### src/sv/qspi_pkg.sv
// Shared types, constants, control-store program and arithmetic helpers.
package qspi_pkg;

  localparam int STEP_W = 5;
  localparam int ACC_W  = 73;
  localparam int GAIN_W = 24;

  typedef enum logic [3:0] {
    OP_NOP,
    OP_MUL,
    OP_SPEED,
    OP_PROD,
    OP_WINDUP,
    OP_INTEG,
    OP_PID,
    OP_CLAMP,
    OP_EDGE,
    OP_EMIT
  } op_t;

  typedef enum logic [1:0] {
    G_SPEED,
    G_KP,
    G_KI,
    G_KB
  } gsel_t;

  typedef enum logic [1:0] {
    A_EDGES,
    A_ERR,
    A_SERR
  } asel_t;

  typedef enum logic [1:0] {
    JMP_NONE,
    JMP_EDGE,
    JMP_ALWAYS
  } jmp_t;

  typedef struct packed {
    op_t               op;
    gsel_t             gsel;
    asel_t             asel;
    logic              hi;
    jmp_t              jmp;
    logic [STEP_W-1:0] target;
  } ctrl_t;

  typedef struct packed {
    op_t   op;
    gsel_t gsel;
    asel_t asel;
    logic  hi;
    logic  fire;
  } issue_t;

  localparam logic CMD_EDGE = 1'b0;
  localparam logic CMD_TICK = 1'b1;

  localparam logic [1:0] MODE_FWD = 2'd1;
  localparam logic [1:0] MODE_REV = 2'd2;

  localparam logic [1:0] PINS_FWD = 2'b01;
  localparam logic [1:0] PINS_REV = 2'b10;

  localparam logic [2:0] REG_COUNTS_PER_REV = 3'd0;
  localparam logic [2:0] REG_SPEED_SCALE    = 3'd1;
  localparam logic [2:0] REG_PROP_GAIN      = 3'd2;
  localparam logic [2:0] REG_INT_GAIN       = 3'd3;
  localparam logic [2:0] REG_BACKCALC_GAIN  = 3'd4;
  localparam logic [2:0] REG_DUTY_MAX       = 3'd5;

  localparam logic [12:0] COUNTS_PER_REV_RST = 13'd990;
  localparam logic [23:0] SPEED_SCALE_RST    = 24'd99297;
  localparam logic [23:0] PROP_GAIN_RST      = 24'd32768;
  localparam logic [23:0] INT_GAIN_RST       = 24'd131;
  localparam logic [23:0] BACKCALC_GAIN_RST  = 24'd7864;
  localparam logic [15:0] DUTY_MAX_RST       = 16'd100;

  localparam logic [STEP_W-1:0] ADDR_EDGE = 5'd15;
  localparam logic [STEP_W-1:0] ADDR_EMIT = 5'd16;

  typedef struct packed {
    logic [12:0] counts_per_rev;
    logic [23:0] speed_scale;
    logic [23:0] proportional_gain;
    logic [23:0] integral_gain_dt;
    logic [23:0] backcalc_gain_dt;
    logic [15:0] duty_max;
  } cfg_t;

  typedef struct packed {
    logic               command;
    logic               phase_a;
    logic               phase_b;
    logic signed [15:0] target_rpm;
    logic [1:0]         direction_mode;
  } item_t;

  typedef struct packed {
    logic [23:0]        measured_rpm;
    logic signed [31:0] revolutions;
    logic signed [15:0] count_in_rev;
    logic               reverse_drive;
    logic               forward_drive;
    logic [15:0]        duty;
  } result_t;

  function automatic logic [1:0] fwd_pred(input logic [1:0] st);
    logic [1:0] p;
    case (st)
      2'd0:    p = 2'd1;
      2'd1:    p = 2'd3;
      2'd2:    p = 2'd0;
      default: p = 2'd2;
    endcase
    return p;
  endfunction

  function automatic logic signed [47:0] sat48(input logic signed [ACC_W-1:0] x);
    logic signed [ACC_W-1:0] hi_lim;
    logic signed [ACC_W-1:0] lo_lim;
    logic signed [47:0]      r;
    hi_lim = {{(ACC_W-47){1'b0}}, {47{1'b1}}};
    lo_lim = ~hi_lim;
    if (x > hi_lim) begin
      r = hi_lim[47:0];
    end else if (x < lo_lim) begin
      r = lo_lim[47:0];
    end else begin
      r = x[47:0];
    end
    return r;
  endfunction

  function automatic logic signed [ACC_W-1:0] sx48(input logic signed [47:0] v);
    return {{(ACC_W-48){v[47]}}, v};
  endfunction

  function automatic ctrl_t mk_word(input op_t op, input gsel_t g, input asel_t a,
                                    input logic hi, input jmp_t j,
                                    input logic [STEP_W-1:0] tgt);
    ctrl_t w;
    w.op     = op;
    w.gsel   = g;
    w.asel   = a;
    w.hi     = hi;
    w.jmp    = j;
    w.target = tgt;
    return w;
  endfunction

  function automatic ctrl_t rom_word(input logic [STEP_W-1:0] addr);
    ctrl_t w;
    case (addr)
      5'd0:  w = mk_word(OP_NOP,    G_SPEED, A_EDGES, 1'b0, JMP_EDGE,   ADDR_EDGE);
      5'd1:  w = mk_word(OP_MUL,    G_SPEED, A_EDGES, 1'b0, JMP_NONE,   '0);
      5'd2:  w = mk_word(OP_MUL,    G_SPEED, A_EDGES, 1'b1, JMP_NONE,   '0);
      5'd3:  w = mk_word(OP_SPEED,  G_SPEED, A_EDGES, 1'b0, JMP_NONE,   '0);
      5'd4:  w = mk_word(OP_MUL,    G_KI,    A_ERR,   1'b0, JMP_NONE,   '0);
      5'd5:  w = mk_word(OP_MUL,    G_KI,    A_ERR,   1'b1, JMP_NONE,   '0);
      5'd6:  w = mk_word(OP_PROD,   G_KI,    A_ERR,   1'b0, JMP_NONE,   '0);
      5'd7:  w = mk_word(OP_MUL,    G_KB,    A_SERR,  1'b0, JMP_NONE,   '0);
      5'd8:  w = mk_word(OP_MUL,    G_KB,    A_SERR,  1'b1, JMP_NONE,   '0);
      5'd9:  w = mk_word(OP_WINDUP, G_KB,    A_SERR,  1'b0, JMP_NONE,   '0);
      5'd10: w = mk_word(OP_INTEG,  G_KB,    A_SERR,  1'b0, JMP_NONE,   '0);
      5'd11: w = mk_word(OP_MUL,    G_KP,    A_ERR,   1'b0, JMP_NONE,   '0);
      5'd12: w = mk_word(OP_MUL,    G_KP,    A_ERR,   1'b1, JMP_NONE,   '0);
      5'd13: w = mk_word(OP_PID,    G_KP,    A_ERR,   1'b0, JMP_NONE,   '0);
      5'd14: w = mk_word(OP_CLAMP,  G_KP,    A_ERR,   1'b0, JMP_ALWAYS, ADDR_EMIT);
      5'd15: w = mk_word(OP_EDGE,   G_SPEED, A_EDGES, 1'b0, JMP_NONE,   '0);
      default: w = mk_word(OP_EMIT, G_SPEED, A_EDGES, 1'b0, JMP_NONE,   '0);
    endcase
    return w;
  endfunction

endpackage

### src/sv/qspi_seq.sv
// Microcode sequencer: step counter, control store lookup and jumps.
module qspi_seq (
  input  logic                          clk,
  input  logic                          rst,
  input  logic                          start,
  input  logic                          edge_cmd,
  input  logic                          emit_ok,
  output logic                          busy,
  output qspi_pkg::issue_t              issue
);

  logic [qspi_pkg::STEP_W-1:0] step;
  logic [qspi_pkg::STEP_W-1:0] step_next;
  qspi_pkg::ctrl_t             word;

  always_comb begin
    word = qspi_pkg::rom_word(step);
    case (word.jmp)
      qspi_pkg::JMP_EDGE:   step_next = (edge_cmd == qspi_pkg::CMD_EDGE) ? word.target
                                                                          : step + 1'b1;
      qspi_pkg::JMP_ALWAYS: step_next = word.target;
      default:              step_next = step + 1'b1;
    endcase
    issue.op   = word.op;
    issue.gsel = word.gsel;
    issue.asel = word.asel;
    issue.hi   = word.hi;
    issue.fire = busy && ((word.op != qspi_pkg::OP_EMIT) || emit_ok);
  end

  always_ff @(posedge clk) begin
    if (rst) begin
      busy <= 1'b0;
      step <= '0;
    end else if (start) begin
      busy <= 1'b1;
      step <= '0;
    end else if (busy) begin
      if (word.op == qspi_pkg::OP_EMIT) begin
        if (emit_ok) begin
          busy <= 1'b0;
        end
      end else begin
        step <= step_next;
      end
    end
  end

  assert property (@(posedge clk) disable iff (rst)
    (busy && word.op == qspi_pkg::OP_EMIT && !emit_ok) |=> (busy && $stable(step)))
    else $error("sequencer left a stalled result step");

endmodule

### src/sv/qspi_datapath.sv
// Datapath: quadrature counter, shared gain multiplier, PI state and clamp.
module qspi_datapath #(
  parameter int REV_WIDTH  = 32,
  parameter int EDGE_WIDTH = 16,
  parameter int FRAC_BITS  = 16
) (
  input  logic              clk,
  input  logic              rst,
  input  qspi_pkg::issue_t  issue,
  input  qspi_pkg::cfg_t    cfg,
  input  qspi_pkg::item_t   item,
  output qspi_pkg::result_t result
);

  localparam int AW    = qspi_pkg::ACC_W;
  localparam int LSW   = EDGE_WIDTH + qspi_pkg::GAIN_W;
  localparam int RW    = LSW - FRAC_BITS;
  localparam int RPM_W = RW + 24;

  logic [1:0]              prev_phase;
  logic signed [15:0]      pos;
  logic [REV_WIDTH-1:0]    rev_cnt;
  logic [EDGE_WIDTH-1:0]   edges;
  logic [LSW-1:0]          last_speed;
  logic signed [47:0]      integ;
  logic signed [47:0]      serr;
  logic signed [47:0]      p1;
  logic signed [47:0]      err;
  logic signed [AW-1:0]    acc;
  logic [15:0]             duty;
  logic [1:0]              pins;

  logic [23:0]             gain;
  logic signed [24:0]      gain_s;
  logic signed [47:0]      a48;
  logic signed [24:0]      chunk;
  logic signed [49:0]      prod;
  logic signed [AW-1:0]    prod_x;
  logic signed [AW-1:0]    acc_next;
  logic signed [AW-1:0]    shifted;
  logic signed [47:0]      prod48;
  logic signed [AW-1:0]    target_x;
  logic signed [AW-1:0]    speed_x;
  logic signed [47:0]      err_next;
  logic signed [AW-1:0]    pid_x;
  logic signed [AW-1:0]    top_x;
  logic signed [AW-1:0]    sat_x;
  logic signed [AW-1:0]    sat_sh;
  logic signed [47:0]      serr_next;
  logic [15:0]             duty_now;
  logic [1:0]              st;
  logic                    fwd;
  logic signed [16:0]      pos_x;
  logic signed [16:0]      limit_x;
  logic                    wrap_up;
  logic                    wrap_dn;
  logic [RW-1:0]           rpm_full;
  logic [RPM_W-1:0]        rpm_ext;
  logic signed [63:0]      rev_sx;

  always_comb begin
    case (issue.gsel)
      qspi_pkg::G_SPEED: gain = cfg.speed_scale;
      qspi_pkg::G_KP:    gain = cfg.proportional_gain;
      qspi_pkg::G_KI:    gain = cfg.integral_gain_dt;
      default:           gain = cfg.backcalc_gain_dt;
    endcase
    case (issue.asel)
      qspi_pkg::A_EDGES: a48 = {{(48-EDGE_WIDTH){1'b0}}, edges};
      qspi_pkg::A_SERR:  a48 = serr;
      default:           a48 = err;
    endcase
    gain_s   = {1'b0, gain};
    chunk    = issue.hi ? {a48[47], a48[47:24]} : {1'b0, a48[23:0]};
    prod     = gain_s * chunk;
    prod_x   = {{(AW-50){prod[49]}}, prod};
    acc_next = issue.hi ? acc + (prod_x <<< 24) : prod_x;
    shifted  = acc >>> FRAC_BITS;
    prod48   = qspi_pkg::sat48(shifted);

    target_x = {{(AW-16){item.target_rpm[15]}}, item.target_rpm} <<< FRAC_BITS;
    speed_x  = {{(AW-LSW){1'b0}}, acc[LSW-1:0]};
    err_next = qspi_pkg::sat48(target_x - speed_x);

    pid_x = qspi_pkg::sx48(p1);
    top_x = {{(AW-16){1'b0}}, cfg.duty_max} <<< FRAC_BITS;
    if (pid_x > top_x) begin
      sat_x = top_x;
    end else if (pid_x[AW-1]) begin
      sat_x = '0;
    end else begin
      sat_x = pid_x;
    end
    serr_next = qspi_pkg::sat48(sat_x - pid_x);
    sat_sh    = sat_x >>> FRAC_BITS;
    duty_now  = sat_sh[15:0];

    st      = {item.phase_a, item.phase_b};
    fwd     = (prev_phase == qspi_pkg::fwd_pred(st));
    pos_x   = {pos[15], pos} + (fwd ? 17'sd1 : -17'sd1);
    limit_x = {2'b00, cfg.counts_per_rev, 2'b00};
    wrap_up = (pos_x >= limit_x);
    wrap_dn = (pos_x <= -limit_x);

    rpm_full = last_speed[LSW-1:FRAC_BITS];
    rpm_ext  = {{24{1'b0}}, rpm_full};
    rev_sx   = 64'(signed'(rev_cnt));

    result.duty          = duty;
    result.forward_drive = pins[0];
    result.reverse_drive = pins[1];
    result.count_in_rev  = pos;
    result.revolutions   = rev_sx[31:0];
    result.measured_rpm  = (rpm_ext > RPM_W'(24'hFFFFFF)) ? 24'hFFFFFF : rpm_ext[23:0];
  end

  always_ff @(posedge clk) begin
    if (rst) begin
      prev_phase <= '0;
      pos        <= '0;
      rev_cnt    <= '0;
      edges      <= '0;
      last_speed <= '0;
      integ      <= '0;
      serr       <= '0;
      duty       <= '0;
      pins       <= '0;
    end else if (issue.fire) begin
      case (issue.op)
        qspi_pkg::OP_MUL: begin
          acc <= acc_next;
        end
        qspi_pkg::OP_SPEED: begin
          last_speed <= acc[LSW-1:0];
          edges      <= '0;
          err        <= err_next;
        end
        qspi_pkg::OP_PROD: begin
          p1 <= prod48;
        end
        qspi_pkg::OP_WINDUP: begin
          p1 <= qspi_pkg::sat48(qspi_pkg::sx48(p1) + qspi_pkg::sx48(prod48));
        end
        qspi_pkg::OP_INTEG: begin
          integ <= qspi_pkg::sat48(qspi_pkg::sx48(integ) + qspi_pkg::sx48(p1));
        end
        qspi_pkg::OP_PID: begin
          p1 <= qspi_pkg::sat48(qspi_pkg::sx48(prod48) + qspi_pkg::sx48(integ));
        end
        qspi_pkg::OP_CLAMP: begin
          serr <= serr_next;
          if (item.direction_mode == qspi_pkg::MODE_FWD) begin
            pins <= qspi_pkg::PINS_FWD;
            duty <= duty_now;
          end else if (item.direction_mode == qspi_pkg::MODE_REV) begin
            pins <= qspi_pkg::PINS_REV;
            duty <= duty_now;
          end else begin
            duty <= '0;
          end
        end
        qspi_pkg::OP_EDGE: begin
          prev_phase <= st;
          if (edges != '1) begin
            edges <= edges + 1'b1;
          end
          if (wrap_up) begin
            pos     <= '0;
            rev_cnt <= rev_cnt + 1'b1;
          end else if (wrap_dn) begin
            pos     <= '0;
            rev_cnt <= rev_cnt - 1'b1;
          end else begin
            pos <= pos_x[15:0];
          end
        end
        default: begin
        end
      endcase
    end
  end

  assert property (@(posedge clk) disable iff (rst) $onehot0(pins))
    else $error("both direction pins driven");

  assert property (@(posedge clk) disable iff (rst)
    (issue.fire && issue.op == qspi_pkg::OP_SPEED) |=> (edges == '0))
    else $error("edge window not cleared after speed update");

endmodule

### src/sv/quadrature_speed_pi_loop_core.sv
// Quadrature encoder counter with PI speed loop, one motor channel.
// An edge transfer runs a dispatch step and the edge update, then the result; a tick
// runs 15 control-store steps through one shared 25x25 multiplier, then the result.
// Throughput: one item at a time; the next transfer is taken once the result
// is in the output register, which may still be waiting on m_tready.
// Reset (rst, synchronous): config registers to defaults, counter and PI state to zero.
module quadrature_speed_pi_loop_core #(
  parameter int REV_WIDTH  = 32,
  parameter int EDGE_WIDTH = 16,
  parameter int FRAC_BITS  = 16
) (
  input  logic        clk,
  input  logic        rst,
  input  logic        s_tvalid,
  output logic        s_tready,
  input  logic [23:0] s_tdata,   // phase_a, phase_b, target_rpm[15:0], direction_mode[1:0]
  input  logic        s_tuser,   // command
  output logic        m_tvalid,
  input  logic        m_tready,
  output logic [95:0] m_tdata,   // duty[15:0], forward_drive, reverse_drive,
                                 // count_in_rev[15:0], revolutions[31:0], measured_rpm[23:0]
  input  logic        cfg_we,
  input  logic [2:0]  cfg_index,
  input  logic [23:0] cfg_data
);

  qspi_pkg::cfg_t    cfg;
  qspi_pkg::item_t   item;
  qspi_pkg::issue_t  issue;
  qspi_pkg::result_t result;
  logic              busy;
  logic              accept;
  logic              emit_ok;

  assign s_tready = !busy;
  assign accept   = s_tvalid && s_tready;
  assign emit_ok  = !m_tvalid || m_tready;

  always_ff @(posedge clk) begin
    if (rst) begin
      cfg.counts_per_rev    <= qspi_pkg::COUNTS_PER_REV_RST;
      cfg.speed_scale       <= qspi_pkg::SPEED_SCALE_RST;
      cfg.proportional_gain <= qspi_pkg::PROP_GAIN_RST;
      cfg.integral_gain_dt  <= qspi_pkg::INT_GAIN_RST;
      cfg.backcalc_gain_dt  <= qspi_pkg::BACKCALC_GAIN_RST;
      cfg.duty_max          <= qspi_pkg::DUTY_MAX_RST;
    end else if (cfg_we) begin
      case (cfg_index)
        qspi_pkg::REG_COUNTS_PER_REV: cfg.counts_per_rev    <= cfg_data[12:0];
        qspi_pkg::REG_SPEED_SCALE:    cfg.speed_scale       <= cfg_data;
        qspi_pkg::REG_PROP_GAIN:      cfg.proportional_gain <= cfg_data;
        qspi_pkg::REG_INT_GAIN:       cfg.integral_gain_dt  <= cfg_data;
        qspi_pkg::REG_BACKCALC_GAIN:  cfg.backcalc_gain_dt  <= cfg_data;
        qspi_pkg::REG_DUTY_MAX:       cfg.duty_max          <= cfg_data[15:0];
        default: begin
        end
      endcase
    end
  end

  always_ff @(posedge clk) begin
    if (accept) begin
      item.command        <= s_tuser;
      item.phase_a        <= s_tdata[0];
      item.phase_b        <= s_tdata[1];
      item.target_rpm     <= s_tdata[17:2];
      item.direction_mode <= s_tdata[19:18];
    end
  end

  qspi_seq u_seq (
    .clk      (clk),
    .rst      (rst),
    .start    (accept),
    .edge_cmd (item.command),
    .emit_ok  (emit_ok),
    .busy     (busy),
    .issue    (issue)
  );

  qspi_datapath #(
    .REV_WIDTH  (REV_WIDTH),
    .EDGE_WIDTH (EDGE_WIDTH),
    .FRAC_BITS  (FRAC_BITS)
  ) u_datapath (
    .clk    (clk),
    .rst    (rst),
    .issue  (issue),
    .cfg    (cfg),
    .item   (item),
    .result (result)
  );

  always_ff @(posedge clk) begin
    if (rst) begin
      m_tvalid <= 1'b0;
    end else if (issue.fire && issue.op == qspi_pkg::OP_EMIT) begin
      m_tvalid <= 1'b1;
    end else if (m_tready) begin
      m_tvalid <= 1'b0;
    end
  end

  always_ff @(posedge clk) begin
    if (issue.fire && issue.op == qspi_pkg::OP_EMIT) begin
      m_tdata <= {6'b0, result.measured_rpm, result.revolutions, result.count_in_rev,
                  result.reverse_drive, result.forward_drive, result.duty};
    end
  end

  assert property (@(posedge clk) disable iff (rst) accept |=> !s_tready)
    else $error("transfer taken while item in progress");

  assert property (@(posedge clk) disable iff (rst) $rose(m_tvalid) |-> $past(busy))
    else $error("result produced with no item in progress");

endmodule

### config.mk
export PLATFORM = sky130hd
export DESIGN_NAME = quadrature_speed_pi_loop_core
export DESIGN_NICKNAME = d
export VERILOG_FILES = /design/src/sv/qspi_pkg.sv /design/src/sv/qspi_seq.sv /design/src/sv/qspi_datapath.sv /design/src/sv/quadrature_speed_pi_loop_core.sv
export SDC_FILE = /design/constraint.sdc
export NUM_CORES = 2
export LEC_CHECK = 0
export ABC_AREA = 1
export BUFFER_PORTS_ARGS = -buffer_cell sky130_fd_sc_hd__buf_2
export CAP_MARGIN = 20
export CORE_ASPECT_RATIO = 1.75
export CORE_MARGIN = 2
export CORE_UTILIZATION = 40
export CTS_BUF_LIST = sky130_fd_sc_hd__clkbuf_8 sky130_fd_sc_hd__clkbuf_16
export DETAILED_ROUTE_END_ITERATION = 16
export PLACE_DENSITY = 0.59
export SYNTH_ARGS = -nofsm -noshare
export SYNTH_HDL_FRONTEND = slang
export SYNTH_SLANG_ARGS = --single-unit
### constraint.sdc
create_clock -name clk -period 15.4 [get_ports clk]
set_clock_uncertainty 0.15 [all_clocks]
set_input_delay 3.08 -clock clk [delete_from_list [all_inputs] [get_ports clk]]
set_output_delay 3.08 -clock clk [all_outputs]
set_load 0.03 [all_outputs]
==> results.sh <==
export IMPL_clkLatencyLatePin_ns=0.72
export IMPL_grt_pass1_wl_um=447000
export IMPL_setup_worst_path_class="flip-flop to flip-flop"
export IMPL_rr_endpoint="u_datapath.acc[58]"
export IMPL_fillers=18400
export IMPL_ant_nets=0
export IMPL_fin_cells=12400
export IMPL_arrival_ns=12.91
export IMPL_yosys_area_top_type="fa_1"
export IMPL_vias_per_cell=5.46
export IMPL_min_path_type="flip-flop to flip-flop"
export IMPL_root_buffer="clkbuf_16"
export IMPL_fin_setup_tns_ns=0
export IMPL_yosys_most_used_dff="dfxtp_1"
export IMPL_final_util_pct=43.6
export IMPL_slowest_stage="dfxtp_1"
export IMPL_grt_max_degree=132
export IMPL_wl_um=309000
export IMPL_ys_warn_count=0
export IMPL_antenna_found_initial=12
export IMPL_ys_seq_elements=621
export IMPL_fin_crit_ns=12.64
export IMPL_crit_required_ns=15.68
export IMPL_fp_dieH_um=556
export IMPL_whs_endpoint="m_tdata[67]"
export IMPL_p_per_area_nw_per_um2=114
export IMPL_core_um2=173000
export IMPL_fmax_mhz=79.1
export IMPL_post_cts_setup_buffers=0
export IMPL_cts_resized=0
export IMPL_io_buffers=144
export IMPL_grt_usage_pct=34.5
export IMPL_final_common_cell="nand2_1"
export IMPL_finalSetupViolations=0
export IMPL_dr_first_iter_drc_count=5257
export IMPL_slew_viol_final=0
export IMPL_synth_edf_count=274
export IMPL_status="finished clean"
export IMPL_clock_sinks=621
export IMPL_hold_viol=0
export IMPL_min_period_over_period_pct=82.1
export IMPL_vias=67500
export IMPL_placed_cells=12200
export IMPL_syn_area_um2=69600
export IMPL_min_path_cells=0
export IMPL_grt_pass1_vias=67800
export IMPL_clkTransAtPathRegs_ns=0.08
export IMPL_cts_buffers=71
export IMPL_path_delay_family="adder cells"
export IMPL_wl_per_cell_um=25.0
export IMPL_cp_end_kind="flip-flop"
export IMPL_drc=0
export IMPL_holdCritStartpoint="u_datapath.last_speed[17]"
export IMPL_max_stage_delay_ns=0.86
export IMPL_cellLeakagePower_uw=0.0372
export IMPL_crit_cells=40
export IMPL_r2r_slack_ns=2.76
export IMPL_worst_pin_slew_ns=1.24
export IMPL_synth_area_per_cell_um2=6.97
export IMPL_cts_buffer_depth=3
export IMPL_ioPinCount=155
export IMPL_crit_fanout=19
export IMPL_synth_area_leaders="fa_1 (15%), nand2_1 (13%), edfxtp_1 (12%)"
export IMPL_seq_area_frac_synth_pct=21.8
export IMPL_drive_gt1_share_pct=5.14
export IMPL_seq_area_um2=15200
export IMPL_cts_tree="yes"
export IMPL_drtPass1Iterations=7
export IMPL_row_count=202
export IMPL_yosysUniqueCellTypes=69
export IMPL_cts_hold_buffers=0
export IMPL_overflow=0
export IMPL_multiInputGateArea_um2=47000
export IMPL_cap_violations=0
export IMPL_design_area_um2=75300
export IMPL_layout_nets=11200
export IMPL_design_die_area_um2=178000
export IMPL_slew_headroom_pct=16.8
export IMPL_cp_num_buf_inv=11
export IMPL_async_flop_share_pct=0
export IMPL_dpl_instance_area_um2=72800
export IMPL_dp_hpwl_um=255000
export IMPL_synth_top_area_share_pct=14.7
export IMPL_rsz0062_at_grt="false"
export IMPL_htree_levels=3
export IMPL_most_common_layout_cells="nand2_1 (2453), inv_1 (1656), nor2_1 (1273), a21oi_1 (651), ha_1 (584)"
export IMPL_fin_total_pwr_uw=8600
export IMPL_dieWidth_um=319
export IMPL_syn_to_final_growth_pct=8.15
export IMPL_worst_ir_drop_vdd_v=0.000121
export IMPL_syn_inst=9990
export IMPL_cpMostUsedCell="inv_1"
export IMPL_initial_core_util_pct=40.3
export IMPL_reg2reg_depth=40
export IMPL_gp_congestion=1.03
export IMPL_cp_start_kind="flip-flop"
==> synth_stat cells, types with 31 or more instances <==
library cell and number:
ha_1 584, nand3_1 385, fa_1 510, edfxtp_1 274, a21oi_2 35, a21oi_1 652, xor2_1 195, nand2_1 2455
o21a_1 37, a21o_1 37, clkbuf_1 124, buf_2 112, nor2_1 1279, nor3_1 119, o21bai_1 78, o21ai_0 583
dfxtp_1 347, a31oi_1 31, nand4_1 107, inv_1 1651, xnor2_1 66
==> how the worst max path moves through the flow <==
stage                  startpoint                  to
detailed placement      flip-flop  u_datapath.acc[68]
finish                  flip-flop  u_datapath.acc[58]
CTS                     flip-flop  u_datapath.acc[68]
global placement        flip-flop  u_datapath.acc[68]
global route            flip-flop  u_datapath.acc[58]
floorplan           u_seq.step[4]  u_datapath.acc[66]
==> where the power goes <==
part	switching, uW	internal [uW]	leakage, uW	total, uW
Combinational	3510	1370	0.0308	4870
Sequential	45.4	1840	0.00513	1880
Clock	857	989	0.00122	1850
Total	4410	4200	0.0372	8600
==> routing by layer <==
metal  routed length, um  track usage [%]  part of all wire [%]  vias to the layer above
li1                    -                -                     -                    31900
met1              105000             34.7                    34                    32300
met2              156000             62.6                    50                     2418
met3               14800             3.96                   4.8                      867
met4               33700             30.8                    11                        8
met5                  42                0                 0.014                        -
==> layout make-up <==
type / count / area share (%)
Multi-Input combinational cell: 7438 / 62.4
Sequential cell: 621 / 20.2
Clock inverter: 55 / 0.842
Clock buffer: 76 / 2.45
Inverter: 1672 / 8.35
Antenna cell: 5 / 0.0166
Tap cell: 2244 / 3.73
Timing Repair Buffer: 253 / 2.07
==> registers in the layout, summed over array words and instances, names as in the netlist, named ones only <==
| name | flops |
|---|---|
| u_datapath.serr | 48 |
| u_datapath.last_speed | 24 |
| cfg | 125 |
| u_datapath.prev_phase | 2 |
| u_datapath.rev_cnt | 32 |
| item | 21 |
| u_datapath.edges | 16 |
| u_datapath.p1 | 48 |
| u_datapath.pins | 2 |
| u_datapath.duty | 16 |
| u_seq.step | 5 |
| u_seq.busy | 1 |
| u_datapath.err | 42 |
| m_tvalid | 1 |
| m_tdata | 90 |
| u_datapath.acc | 73 |
| u_datapath.integ | 48 |
| u_datapath.pos | 16 |
==> stage by stage <==
step           hold slack [ns]  setup WS [ns]
4_1_cts                  0.272           3.12
5_1_grt                  0.280           2.33
6_report                 0.269           2.76
3_5_place_dp             0.260           3.17
3_3_place_gp             0.262           3.14
2_1_floorplan            0.253           6.78
==> kinds of logic after synthesis <==
logic type	after synthesis	share of synthesized area, %
and+or+nand+nor	4457	25.8
buffers and inverters	1951	11.0
AOI/OAI and AO/OA	1605	12.9
adders and majority gates	1094	25.2
DFF	621	21.8
xor gates and xnor gates	261	3.28
other	1	0.00539
(Power assumes the default switching activity.)
